**config.mk**
```make
export PLATFORM = sky130hd
export DESIGN_NAME = speed_reference_lock_blender
export DESIGN_NICKNAME = d
export VERILOG_FILES = /design/src/rtl/srlb_pkg.sv /design/src/rtl/srlb_regs.sv /design/src/rtl/srlb_front.sv /design/src/rtl/srlb_core.sv /design/src/rtl/srlb_blend.sv /design/src/rtl/speed_reference_lock_blender.sv
export SDC_FILE = /design/constraint.sdc
export NUM_CORES = 2
export LEC_CHECK = 0
export BUFFER_PORTS_ARGS = -buffer_cell sky130_fd_sc_hd__clkbuf_2
export CELL_PAD_IN_SITES_DETAIL_PLACEMENT = 0
export CELL_PAD_IN_SITES_GLOBAL_PLACEMENT = 1
export CORE_ASPECT_RATIO = 0.8
export CORE_MARGIN = 2
export CORE_UTILIZATION = 40
export CTS_BUF_LIST = sky130_fd_sc_hd__clkbuf_8
export CTS_CLUSTER_SIZE = 16
export DETAILED_ROUTE_END_ITERATION = 6
export PLACE_DENSITY_LB_ADDON = 0.15
export SYNTH_ARGS = -nofsm -noshare
export SYNTH_HDL_FRONTEND = slang
export SYNTH_SLANG_ARGS = --single-unit
```
**constraint.sdc**
```tcl
create_clock -name clk -period 20 [get_ports clk]
set_input_delay 3 -clock clk [delete_from_list [all_inputs] [get_ports clk]]
set_output_delay 3 -clock clk [all_outputs]
set_load 0.01 [all_outputs]
```
**src/rtl/srlb_pkg.sv**
```systemverilog
// shared types, constants and arithmetic helpers of the speed reference lock blender
package srlb_pkg;

  // mode codes
  localparam logic [2:0] MODE_NO_FORCE = 3'd0;
  localparam logic [2:0] MODE_SPIN     = 3'd1;
  localparam logic [2:0] MODE_LOW      = 3'd2;
  localparam logic [2:0] MODE_HIGH     = 3'd4;

  // configuration register indexes
  localparam logic [2:0] REG_SPEED_DEADBAND     = 3'd0;
  localparam logic [2:0] REG_LOCK_ENTER_SPEED   = 3'd1;
  localparam logic [2:0] REG_LOCK_EXIT_SPEED    = 3'd2;
  localparam logic [2:0] REG_LOCK_ENTER_COMMAND = 3'd3;
  localparam logic [2:0] REG_LOCK_EXIT_COMMAND  = 3'd4;
  localparam logic [2:0] REG_MIN_DWELL_TICKS    = 3'd5;
  localparam logic [2:0] REG_BLEND_RISE_STEP    = 3'd6;
  localparam logic [2:0] REG_BLEND_FALL_STEP    = 3'd7;

  // fixed-point constants
  localparam logic [12:0]        ALPHA_ONE  = 13'd4096;
  localparam logic [12:0]        ALPHA_SNAP = 13'd82;
  localparam logic signed [15:0] GAIN_Q12   = 16'sd8602;
  localparam logic [24:0]        PI_Q16     = 25'd205887;
  localparam int                 TWO_PI_Q16 = 411774;
  // largest rounded multiple of pi that a 24-bit yaw magnitude can reach
  localparam int                 YAW_TERMS  = 41;
  localparam logic signed [16:0] STEP_LOW   = 17'sd41;
  localparam logic signed [16:0] STEP_MID   = 17'sd25;
  localparam logic signed [16:0] STEP_HIGH  = 17'sd12;

  typedef struct packed {
    logic [2:0]         mode;
    logic               mode_valid;
    logic               run_enable;
    logic               link_ok;
    logic signed [15:0] speed_command;
    logic signed [23:0] yaw_command;
    logic signed [31:0] measured_position;
    logic signed [15:0] measured_speed;
    logic [31:0]        tick_now;
  } in_item_t;

  typedef struct packed {
    logic               reference_valid;
    logic signed [31:0] position_reference;
    logic signed [15:0] speed_reference;
    logic               speed_reference_valid;
    logic [12:0]        blend_factor;
    logic               lock_requested;
  } out_item_t;

  typedef struct packed {
    logic [11:0] speed_deadband;
    logic [14:0] lock_enter_speed;
    logic [14:0] lock_exit_speed;
    logic [14:0] lock_enter_command;
    logic [14:0] lock_exit_command;
    logic [15:0] min_dwell_ticks;
    logic [12:0] blend_rise_step;
    logic [12:0] blend_fall_step;
  } cfg_regs_t;

  // input-side precompute handed to the state stage
  typedef struct packed {
    logic [2:0]         mode;
    logic               mode_valid;
    logic               permitted;
    logic               link_ok;
    logic signed [31:0] position;
    logic signed [15:0] speed;
    logic [31:0]        tick;
    logic [15:0]        speed_mag;
    logic [15:0]        command_abs;
    logic signed [15:0] target;
  } front_t;

  // state stage result handed to the blend multipliers
  typedef struct packed {
    logic               ref_valid;
    logic               blend_on;
    logic               speed_valid;
    logic               lock_flag;
    logic [12:0]        alpha;
    logic signed [31:0] lock_ref;
    logic signed [31:0] position;
    logic signed [15:0] speed;
  } stage_t;

  // scale down by 2^12, rounding half away from zero
  function automatic logic signed [47:0] round_shift12(input logic signed [47:0] v);
    logic [47:0] mag;
    logic [47:0] r;
    mag = v[47] ? 48'(-v) : 48'(v);
    r = (mag + 48'd2048) >> 12;
    return v[47] ? -$signed(r) : $signed(r);
  endfunction

  // saturate to 16 bits signed
  function automatic logic signed [15:0] sat16(input logic signed [47:0] v);
    if (v > 48'sd32767) begin
      return 16'sh7fff;
    end else if (v < -48'sd32768) begin
      return 16'sh8000;
    end else begin
      return v[15:0];
    end
  endfunction

  // parity of round(yaw / pi) from 2*|yaw| + pi against multiples of 2*pi
  function automatic logic yaw_odd(input logic [24:0] v);
    logic odd;
    odd = 1'b0;
    for (int j = 1; j <= YAW_TERMS; j++) begin
      odd = odd ^ (v >= 25'(j * TWO_PI_Q16));
    end
    return odd;
  endfunction

endpackage

```
**src/rtl/srlb_regs.sv**
```systemverilog
// configuration register file of the speed reference lock blender
module srlb_regs import srlb_pkg::*; (
  input  logic        clk,
  input  logic        rst,
  input  logic        cfg_valid,
  output logic        cfg_ready,
  input  logic [2:0]  cfg_index,
  input  logic [15:0] cfg_data,
  output cfg_regs_t   cfg
);

  assign cfg_ready = 1'b1;

  // register writes, masked to each register's width
  always_ff @(posedge clk) begin
    if (rst) begin
      cfg.speed_deadband     <= 12'd410;
      cfg.lock_enter_speed   <= 15'd1229;
      cfg.lock_exit_speed    <= 15'd2253;
      cfg.lock_enter_command <= 15'd328;
      cfg.lock_exit_command  <= 15'd492;
      cfg.min_dwell_ticks    <= 16'd100;
      cfg.blend_rise_step    <= 13'd61;
      cfg.blend_fall_step    <= 13'd74;
    end else if (cfg_valid && cfg_ready) begin
      case (cfg_index)
        REG_SPEED_DEADBAND:     cfg.speed_deadband     <= cfg_data[11:0];
        REG_LOCK_ENTER_SPEED:   cfg.lock_enter_speed   <= cfg_data[14:0];
        REG_LOCK_EXIT_SPEED:    cfg.lock_exit_speed    <= cfg_data[14:0];
        REG_LOCK_ENTER_COMMAND: cfg.lock_enter_command <= cfg_data[14:0];
        REG_LOCK_EXIT_COMMAND:  cfg.lock_exit_command  <= cfg_data[14:0];
        REG_MIN_DWELL_TICKS:    cfg.min_dwell_ticks    <= cfg_data[15:0];
        REG_BLEND_RISE_STEP:    cfg.blend_rise_step    <= cfg_data[12:0];
        REG_BLEND_FALL_STEP:    cfg.blend_fall_step    <= cfg_data[12:0];
        default: ;
      endcase
    end
  end

endmodule

```
**src/rtl/srlb_front.sv**
```systemverilog
// input register and stateless precompute: magnitudes, gained command, yaw sign flip
module srlb_front import srlb_pkg::*; (
  input  logic      clk,
  input  logic      rst,
  input  cfg_regs_t cfg,
  input  logic      item_valid,
  output logic      item_stall,
  input  in_item_t  item,
  output logic      front_valid,
  input  logic      front_ready,
  output front_t    front
);

  logic               held_valid;
  in_item_t           held;
  logic               ready;
  logic [23:0]        yaw_abs;
  logic [24:0]        yaw_term;
  logic signed [47:0] gain_prod;
  logic signed [15:0] target;
  logic [15:0]        command_mag;

  assign ready      = !held_valid || front_ready;
  assign item_stall = !ready;
  assign front_valid = held_valid;

  // input register
  always_ff @(posedge clk) begin
    if (rst) begin
      held_valid <= 1'b0;
    end else if (ready) begin
      held_valid <= item_valid;
    end
  end

  always_ff @(posedge clk) begin
    if (ready && item_valid) begin
      held <= item;
    end
  end

  // effective mode, permission and magnitudes
  always_comb begin
    front.mode        = held.mode_valid ? held.mode : MODE_NO_FORCE;
    front.mode_valid  = held.mode_valid;
    front.permitted   = held.mode_valid && (held.run_enable || held.mode == MODE_NO_FORCE);
    front.link_ok     = held.link_ok;
    front.position    = held.measured_position;
    front.speed       = held.measured_speed;
    front.tick        = held.tick_now;
    front.speed_mag   = held.measured_speed[15] ? 16'(-held.measured_speed)
                                                : 16'(held.measured_speed);
    front.command_abs = command_mag;
    front.target      = target;
  end

  // deadband, gain of 2.1, then sign flip at odd multiples of pi
  always_comb begin
    command_mag = held.speed_command[15] ? 16'(-held.speed_command)
                                         : 16'(held.speed_command);
    yaw_abs   = held.yaw_command[23] ? 24'(-held.yaw_command) : 24'(held.yaw_command);
    yaw_term  = {yaw_abs, 1'b0} + PI_Q16;
    gain_prod = 48'(held.speed_command) * 48'(GAIN_Q12);
    target    = 16'sd0;
    if (command_mag > {4'd0, cfg.speed_deadband}) begin
      target = sat16(round_shift12(gain_prod));
    end
    if (yaw_odd(yaw_term)) begin
      target = (target == -16'sd32768) ? 16'sd32767 : -target;
    end
  end

endmodule

```
**src/rtl/srlb_core.sv**
```systemverilog
// lock state, dwell hysteresis, blend ramp and speed slew, one item per cycle while the stage register is not stalled
module srlb_core import srlb_pkg::*; (
  input  logic      clk,
  input  logic      rst,
  input  cfg_regs_t cfg,
  input  logic      front_valid,
  output logic      front_ready,
  input  front_t    front,
  output logic      stage_valid,
  input  logic      stage_ready,
  output stage_t    stage
);

  logic [2:0]         previous_mode;
  logic               lock_flag;
  logic [12:0]        blend_alpha;
  logic signed [31:0] lock_reference;
  logic [31:0]        last_switch_tick;
  logic signed [15:0] slewed_speed;

  logic [2:0]         previous_mode_next;
  logic               lock_flag_next;
  logic [12:0]        blend_alpha_next;
  logic signed [31:0] lock_reference_next;
  logic [31:0]        last_switch_tick_next;
  logic signed [15:0] slewed_speed_next;

  stage_t             stage_next;
  logic               take;
  logic               req_lock;
  logic               req_unlock;
  logic               dwell_ok;
  logic [31:0]        elapsed;
  logic [13:0]        alpha_sum;
  logic signed [16:0] step;
  logic signed [16:0] slew_sum;

  assign front_ready = !stage_valid || stage_ready;
  assign take        = front_valid && front_ready;

  assign req_lock   = front.speed_mag < {1'b0, cfg.lock_enter_speed} &&
                      front.command_abs < {1'b0, cfg.lock_enter_command};
  assign req_unlock = front.speed_mag > {1'b0, cfg.lock_exit_speed} ||
                      front.command_abs > {1'b0, cfg.lock_exit_command};

  // slew step per leg height
  always_comb begin
    case (front.mode)
      MODE_LOW:  step = STEP_LOW;
      MODE_HIGH: step = STEP_HIGH;
      default:   step = STEP_MID;
    endcase
  end

  // next state and stage contents for the item in the input register
  always_comb begin
    previous_mode_next    = previous_mode;
    lock_flag_next        = lock_flag;
    blend_alpha_next      = blend_alpha;
    lock_reference_next   = lock_reference;
    last_switch_tick_next = last_switch_tick;
    slewed_speed_next     = slewed_speed;
    stage_next            = '0;
    elapsed               = 32'd0;
    dwell_ok              = 1'b0;
    alpha_sum             = 14'd0;
    slew_sum              = 17'sd0;

    // a mode change restarts the lock state even when no result is permitted
    if (front.mode_valid && front.mode != previous_mode) begin
      lock_flag_next        = 1'b0;
      blend_alpha_next      = 13'd0;
      lock_reference_next   = front.position;
      last_switch_tick_next = front.tick;
      slewed_speed_next     = front.speed;
      previous_mode_next    = front.mode;
    end

    if (front.permitted) begin
      stage_next.ref_valid   = 1'b1;
      stage_next.speed_valid = 1'b1;
      stage_next.position    = front.position;
      if (front.link_ok) begin
        // lock entry and exit with dwell
        elapsed  = front.tick - last_switch_tick_next;
        dwell_ok = elapsed >= {16'd0, cfg.min_dwell_ticks};
        if (front.mode == MODE_NO_FORCE || front.mode == MODE_SPIN) begin
          lock_flag_next = 1'b0;
        end else if (!lock_flag_next && req_lock && dwell_ok) begin
          lock_flag_next        = 1'b1;
          lock_reference_next   = front.position;
          last_switch_tick_next = front.tick;
        end else if (lock_flag_next && req_unlock && dwell_ok) begin
          lock_flag_next        = 1'b0;
          last_switch_tick_next = front.tick;
        end

        // blend ramp with clamp
        if (lock_flag_next) begin
          alpha_sum        = {1'b0, blend_alpha_next} + {1'b0, cfg.blend_rise_step};
          blend_alpha_next = (alpha_sum > {1'b0, ALPHA_ONE}) ? ALPHA_ONE : alpha_sum[12:0];
        end else begin
          blend_alpha_next = (blend_alpha_next > cfg.blend_fall_step)
                           ? blend_alpha_next - cfg.blend_fall_step : 13'd0;
        end
        if (blend_alpha_next < ALPHA_SNAP) begin
          lock_reference_next = front.position;
        end

        case (front.mode)
          MODE_NO_FORCE: begin
            slewed_speed_next = front.speed;
            stage_next.speed  = front.speed;
          end
          MODE_SPIN: begin
            slewed_speed_next      = front.speed;
            stage_next.speed       = 16'sd0;
            stage_next.speed_valid = 1'b0;
          end
          default: begin
            // slew toward the target, never past it
            if (slewed_speed_next < front.target) begin
              slew_sum          = 17'(slewed_speed_next) + step;
              slewed_speed_next = (slew_sum > 17'(front.target)) ? front.target
                                                                 : slew_sum[15:0];
            end else if (slewed_speed_next > front.target) begin
              slew_sum          = 17'(slewed_speed_next) - step;
              slewed_speed_next = (slew_sum < 17'(front.target)) ? front.target
                                                                 : slew_sum[15:0];
            end
            stage_next.blend_on = 1'b1;
            stage_next.speed    = slewed_speed_next;
          end
        endcase
      end else begin
        // link down drops the lock and zeroes the command
        lock_flag_next      = 1'b0;
        blend_alpha_next    = 13'd0;
        lock_reference_next = front.position;
        slewed_speed_next   = 16'sd0;
        stage_next.speed    = 16'sd0;
      end
      stage_next.lock_flag = lock_flag_next;
      stage_next.alpha     = blend_alpha_next;
      stage_next.lock_ref  = lock_reference_next;
    end
  end

  // state registers
  always_ff @(posedge clk) begin
    if (rst) begin
      previous_mode    <= MODE_NO_FORCE;
      lock_flag        <= 1'b0;
      blend_alpha      <= 13'd0;
      lock_reference   <= 32'sd0;
      last_switch_tick <= 32'd0;
      slewed_speed     <= 16'sd0;
    end else if (take) begin
      previous_mode    <= previous_mode_next;
      lock_flag        <= lock_flag_next;
      blend_alpha      <= blend_alpha_next;
      lock_reference   <= lock_reference_next;
      last_switch_tick <= last_switch_tick_next;
      slewed_speed     <= slewed_speed_next;
    end
  end

  // stage register
  always_ff @(posedge clk) begin
    if (rst) begin
      stage_valid <= 1'b0;
    end else if (front_ready) begin
      stage_valid <= front_valid;
    end
  end

  always_ff @(posedge clk) begin
    if (take) begin
      stage <= stage_next;
    end
  end

endmodule

```
**src/rtl/srlb_blend.sv**
```systemverilog
// blend multipliers and result register
module srlb_blend import srlb_pkg::*; (
  input  logic      clk,
  input  logic      rst,
  input  logic      stage_valid,
  output logic      stage_ready,
  input  stage_t    stage,
  output logic      result_valid,
  input  logic      result_stall,
  output out_item_t result
);

  logic [12:0]        inv;
  logic signed [47:0] pos_hold;
  logic signed [47:0] pos_live;
  logic signed [47:0] pos_round;
  logic signed [47:0] spd_prod;
  out_item_t          result_next;

  assign stage_ready = !result_valid || !result_stall;

  // alpha * lock point + (1 - alpha) * measured, and (1 - alpha) * slewed speed
  always_comb begin
    inv       = ALPHA_ONE - stage.alpha;
    pos_hold  = $signed({35'd0, stage.alpha}) * 48'(stage.lock_ref);
    pos_live  = $signed({35'd0, inv}) * 48'(stage.position);
    pos_round = round_shift12(pos_hold + pos_live);
    spd_prod  = $signed({35'd0, inv}) * 48'(stage.speed);

    result_next.reference_valid       = stage.ref_valid;
    result_next.speed_reference_valid = stage.speed_valid;
    result_next.blend_factor          = stage.alpha;
    result_next.lock_requested        = stage.lock_flag;
    if (stage.blend_on) begin
      result_next.position_reference = pos_round[31:0];
      result_next.speed_reference    = sat16(round_shift12(spd_prod));
    end else begin
      result_next.position_reference = stage.position;
      result_next.speed_reference    = stage.speed;
    end
  end

  // result register
  always_ff @(posedge clk) begin
    if (rst) begin
      result_valid <= 1'b0;
    end else if (stage_ready) begin
      result_valid <= stage_valid;
    end
  end

  always_ff @(posedge clk) begin
    if (stage_ready && stage_valid) begin
      result <= result_next;
    end
  end

endmodule

```
**src/rtl/speed_reference_lock_blender.sv**
```systemverilog
// top level of the speed reference lock blender
//
//   channel | direction | handshake             | payload
//   item    | in        | item_valid/item_stall | in_item_t
//   result  | out       | result_valid/result_stall | out_item_t
//   cfg     | in        | cfg_valid/cfg_ready   | cfg_index, cfg_data
//
// one item per cycle sustained while result_stall is low; after its item is accepted,
// a result moves through the input register, the lock state stage and the blend multiply
// register, which is the result register
// the lock state updates as each item is taken, so items follow back to back
// reset clears the pipeline valids, the lock state and loads register defaults
// result_stall holds the result; the stages behind it keep filling and
// item_stall rises only once all three stages hold an item
// cfg_ready is always high
module speed_reference_lock_blender import srlb_pkg::*; (
  input  logic        clk,
  input  logic        rst,
  input  logic        item_valid,
  output logic        item_stall,
  input  in_item_t    item,
  output logic        result_valid,
  input  logic        result_stall,
  output out_item_t   result,
  input  logic        cfg_valid,
  output logic        cfg_ready,
  input  logic [2:0]  cfg_index,
  input  logic [15:0] cfg_data
);

  cfg_regs_t cfg;
  logic      front_valid;
  logic      front_ready;
  front_t    front;
  logic      stage_valid;
  logic      stage_ready;
  stage_t    stage;

  // configuration registers
  srlb_regs u_regs (
    .clk       (clk),
    .rst       (rst),
    .cfg_valid (cfg_valid),
    .cfg_ready (cfg_ready),
    .cfg_index (cfg_index),
    .cfg_data  (cfg_data),
    .cfg       (cfg)
  );

  // input register and precompute
  srlb_front u_front (
    .clk         (clk),
    .rst         (rst),
    .cfg         (cfg),
    .item_valid  (item_valid),
    .item_stall  (item_stall),
    .item        (item),
    .front_valid (front_valid),
    .front_ready (front_ready),
    .front       (front)
  );

  // lock state stage
  srlb_core u_core (
    .clk         (clk),
    .rst         (rst),
    .cfg         (cfg),
    .front_valid (front_valid),
    .front_ready (front_ready),
    .front       (front),
    .stage_valid (stage_valid),
    .stage_ready (stage_ready),
    .stage       (stage)
  );

  // blend and result register
  srlb_blend u_blend (
    .clk          (clk),
    .rst          (rst),
    .stage_valid  (stage_valid),
    .stage_ready  (stage_ready),
    .stage        (stage),
    .result_valid (result_valid),
    .result_stall (result_stall),
    .result       (result)
  );

endmodule

```
==> flow_summary.ini <==
[logic_synthesis]
async_flop_share_pct = 0
synth_common_cells = inv_1, nand2_1, fa_1
synth_area_um2 = 79800
synth-edff-count = 287
yosysTopAreaCellShare_pct = 27.8
synthXorXnorAreaFrac_pct = 4.80
yosys_register_bits = 501
synth_top_family_by_area = adder cells
ys_types = 113
synth_top_area_cell = fa_1
postSynthCellCount = 9154
synth_compound_area_share_pct = 13.2
yosysWarnings = 0
synth_simple_gate_area_share_pct = 17.7
synthMuxAreaShare_pct = 2.67
synth_area_leaders = fa_1, edfxtp_1, ha_1
synth.yosys.seq_area_share_pct = 16.2
synthAdderAreaFrac_pct = 36.8
synthFlopType = edfxtp_1
syn-num-nets = 10983
synth_most_common_cell = inv_1
syn_area_per_cell_um2 = 8.72

[clocking]
numCtsBuffers = 94
clkLatencyLatePin_ps = 880
cts.repair.resized = 0
clk_pin_slew_ps = 60
cts_root_buf = clkbuf_8
clockBufferDepth = 3
cts_setup_buffers = 0
cts.sinks = 501
hold_buffers = 0
htreeDepth = 3
cts_tree = yes

[sta]
drv_slew = 0
rsz0062_at_grt = no
worst_pin_slew_ps = 1210
slew_headroom_pct = 18.8
clock_skew_ps = 85.6
fin_crit_ps = 16730
period_share_pct = 83.7
finalSetupTns_ps = 0
setup_violations = 0
hold_viol = 0
timing.fmax_ghz = 0.0598

[worst_hold_path]
worst_hold_path.endpoint = u_blend.result[0]$_DFFE_PP_
holdCritStartpoint = u_core.stage[93]$_SDFFCE_PN0P_
hold_path.class = reg -> reg
hold_depth = 0

[global_routing]
grt_remaining_overflow = 0
grt_use_total_pct = 25.1
grt_start_max_net_pins = 127
antenna_found_initial = 11
grt_pass1_wl_mm = 398
grt_pass1_vias = 66375

[drt]
wl_mm = 253
drc = 0
drt-initial-drc-count = 4991
wire_per_inst_um = 21.3
first_pass_iters = 6
drt-vias-per-instance = 5.47
drt.antenna.violating_nets = 0
vias = 65006

[setup_path]
cp_common_cell = fa_1
r2r_cells = 43
reg2reg_to = u_blend.result[61]$_DFFE_PP_
required_ps = 20530
critPathSlowestCell = a2111oi_1
ff2ff_setup_slack_ps = 3270
r2r-start = u_core.stage[87]$_SDFFCE_PN0P_
startpoint_type = register
endpoint_kind = register
criticalPathCategory = reg -> reg
slowest_delay_ps = 1050
crit_fanout = 47
cp.arrival_ps = 17260

[floorplanning]
io_pins = 217
die_y_um = 403
dieArea_um2 = 203000
num_rows = 146
die_w_um = 503
core_um2 = 198000
start_util_pct = 40.3

[cells_and_area]
fin_nets = 10953
multi_input_area_um2 = 60200
synthToLayoutAreaGrowth_pct = 7.35
n_fill_cell = 19791
ff_latch_area_um2 = 12900
fin_cells = 11874
drive_gt1_share_pct = 6.61

[place]
placedCellCount = 11692
gp_congestion = 0.939
numPortBuffers = 215
dp_hpwl_mm = 200

[run]
cap_viol_max_count = 0

[run_status]
status = completed
[critical path, delay by kind of cell, from the launching register on]
kind	cells	cell delay (ps)
adder cells (fa/ha/maj)	9	4260
AO/OA/AOI/OAI	8	2760
buffers and inverters	6	1410
XOR/XNOR	4	1120
AND/OR/NAND/NOR	16	6400
flip-flops	1	360
[cells by family (layout without fill, tap and decap cells)]
logic type | Yosys count | count (layout)
buf+inv | 1837 | 1886
simple gates | 2933 | 2933
mux | 210 | 210
other cells | 1 | 8
compound gates | 1562 | 1562
fa+ha+maj | 1679 | 1679
flops | 501 | 501
xor+xnor | 431 | 431
[registers in the layout, summed over array words and instances, names as in the netlist]
signal / count
u_core.last_switch_tick: 32
u_regs.cfg: 114
u_core.previous_mode: 3
u_front.front: 82
u_core.slewed_speed: 16
u_core.lock_flag: 1
u_front.held: 44
u_front.front_valid: 1
u_blend.result: 64
u_blend.result_valid: 1
u_core.stage_valid: 1
u_core.lock_reference: 32
u_core.blend_alpha: 13
u_core.stage: 97
[worst max path at each step]
| stage | startpoint | end | cells past startpoint |
|---|---|---|---|
| after floorplan | u_core.stage[81]$_SDFFCE_PN0P_ | u_blend.result[51]$_DFFE_PP_ | 51 |
| after global placement | u_core.stage[87]$_SDFFCE_PN0P_ | u_blend.result[61]$_DFFE_PP_ | 44 |
| after detailed placement | u_core.stage[87]$_SDFFCE_PN0P_ | u_blend.result[61]$_DFFE_PP_ | 44 |
| after CTS | u_core.stage[87]$_SDFFCE_PN0P_ | u_blend.result[61]$_DFFE_PP_ | 43 |
| after global routing | u_core.stage[87]$_SDFFCE_PN0P_ | u_blend.result[61]$_DFFE_PP_ | 45 |
| final | u_core.stage[87]$_SDFFCE_PN0P_ | u_blend.result[61]$_DFFE_PP_ | 43 |
[final cells by class]
| cell class | instances | area share, % |
|---|---|---|
| Antenna cell | 7 | 0.0204 |
| Clock buffer | 103 | 1.65 |
| Clock inverter | 72 | 0.760 |
| Inverter | 1381 | 6.06 |
| Multi-Input combinational cell | 6816 | 70.3 |
| Sequential cell | 501 | 15.1 |
| Tap cell | 2664 | 3.89 |
| Timing Repair Buffer | 330 | 2.30 |
[cells in the final DEF, fill, tap and decap left out, types with 61 or more instances in the layout]
| master | instances |
|---|---|
| a211oi_1 | 70 |
| a21o_1 | 120 |
| a21oi_1 | 425 |
| a31oi_1 | 77 |
| and2_1 | 423 |
| buf_4 | 113 |
| clkbuf_2 | 214 |
| clkbuf_8 | 103 |
| dfxtp_1 | 214 |
| edfxtp_1 | 287 |
| fa_1 | 1109 |
| ha_1 | 570 |
| inv_1 | 1399 |
| mux2i_1 | 184 |
| nand2_1 | 1166 |
| nand2b_1 | 65 |
| nand3_1 | 140 |
| nand4_1 | 76 |
| nor2_1 | 519 |
| nor2b_1 | 87 |
| nor3_1 | 140 |
| o211ai_1 | 61 |
| o21ai_0 | 249 |
| xnor2_1 | 298 |
| xor2_1 | 116 |
[routing by layer]
metal,wire length (um),up-vias,track usage [%]
met5,0,-,0
met4,5260,0,5.14
met3,13600,266,2.93
met2,108000,1847,37.9
met1,125000,32716,38.5
li1,-,30177,-
[per-stage QoR]
step / utilization (%) / setup WS, ps / instance area (um^2) / hold WS (ps)
2_1_floorplan: - / 6010 / 79800 / 400
3_3_place_gp: 42.2 / 3030 / 83600 / 401
3_5_place_dp: 42.2 / 3650 / 83600 / 406
4_1_cts: 43.2 / 3560 / 85600 / 414
5_1_grt: 43.3 / 2510 / 85700 / 422
6_report: 43.3 / 3270 / 85700 / 420
Power is not shown: default switching activity piles up to over one toggle a cycle in this logic, so the estimate is an artifact.
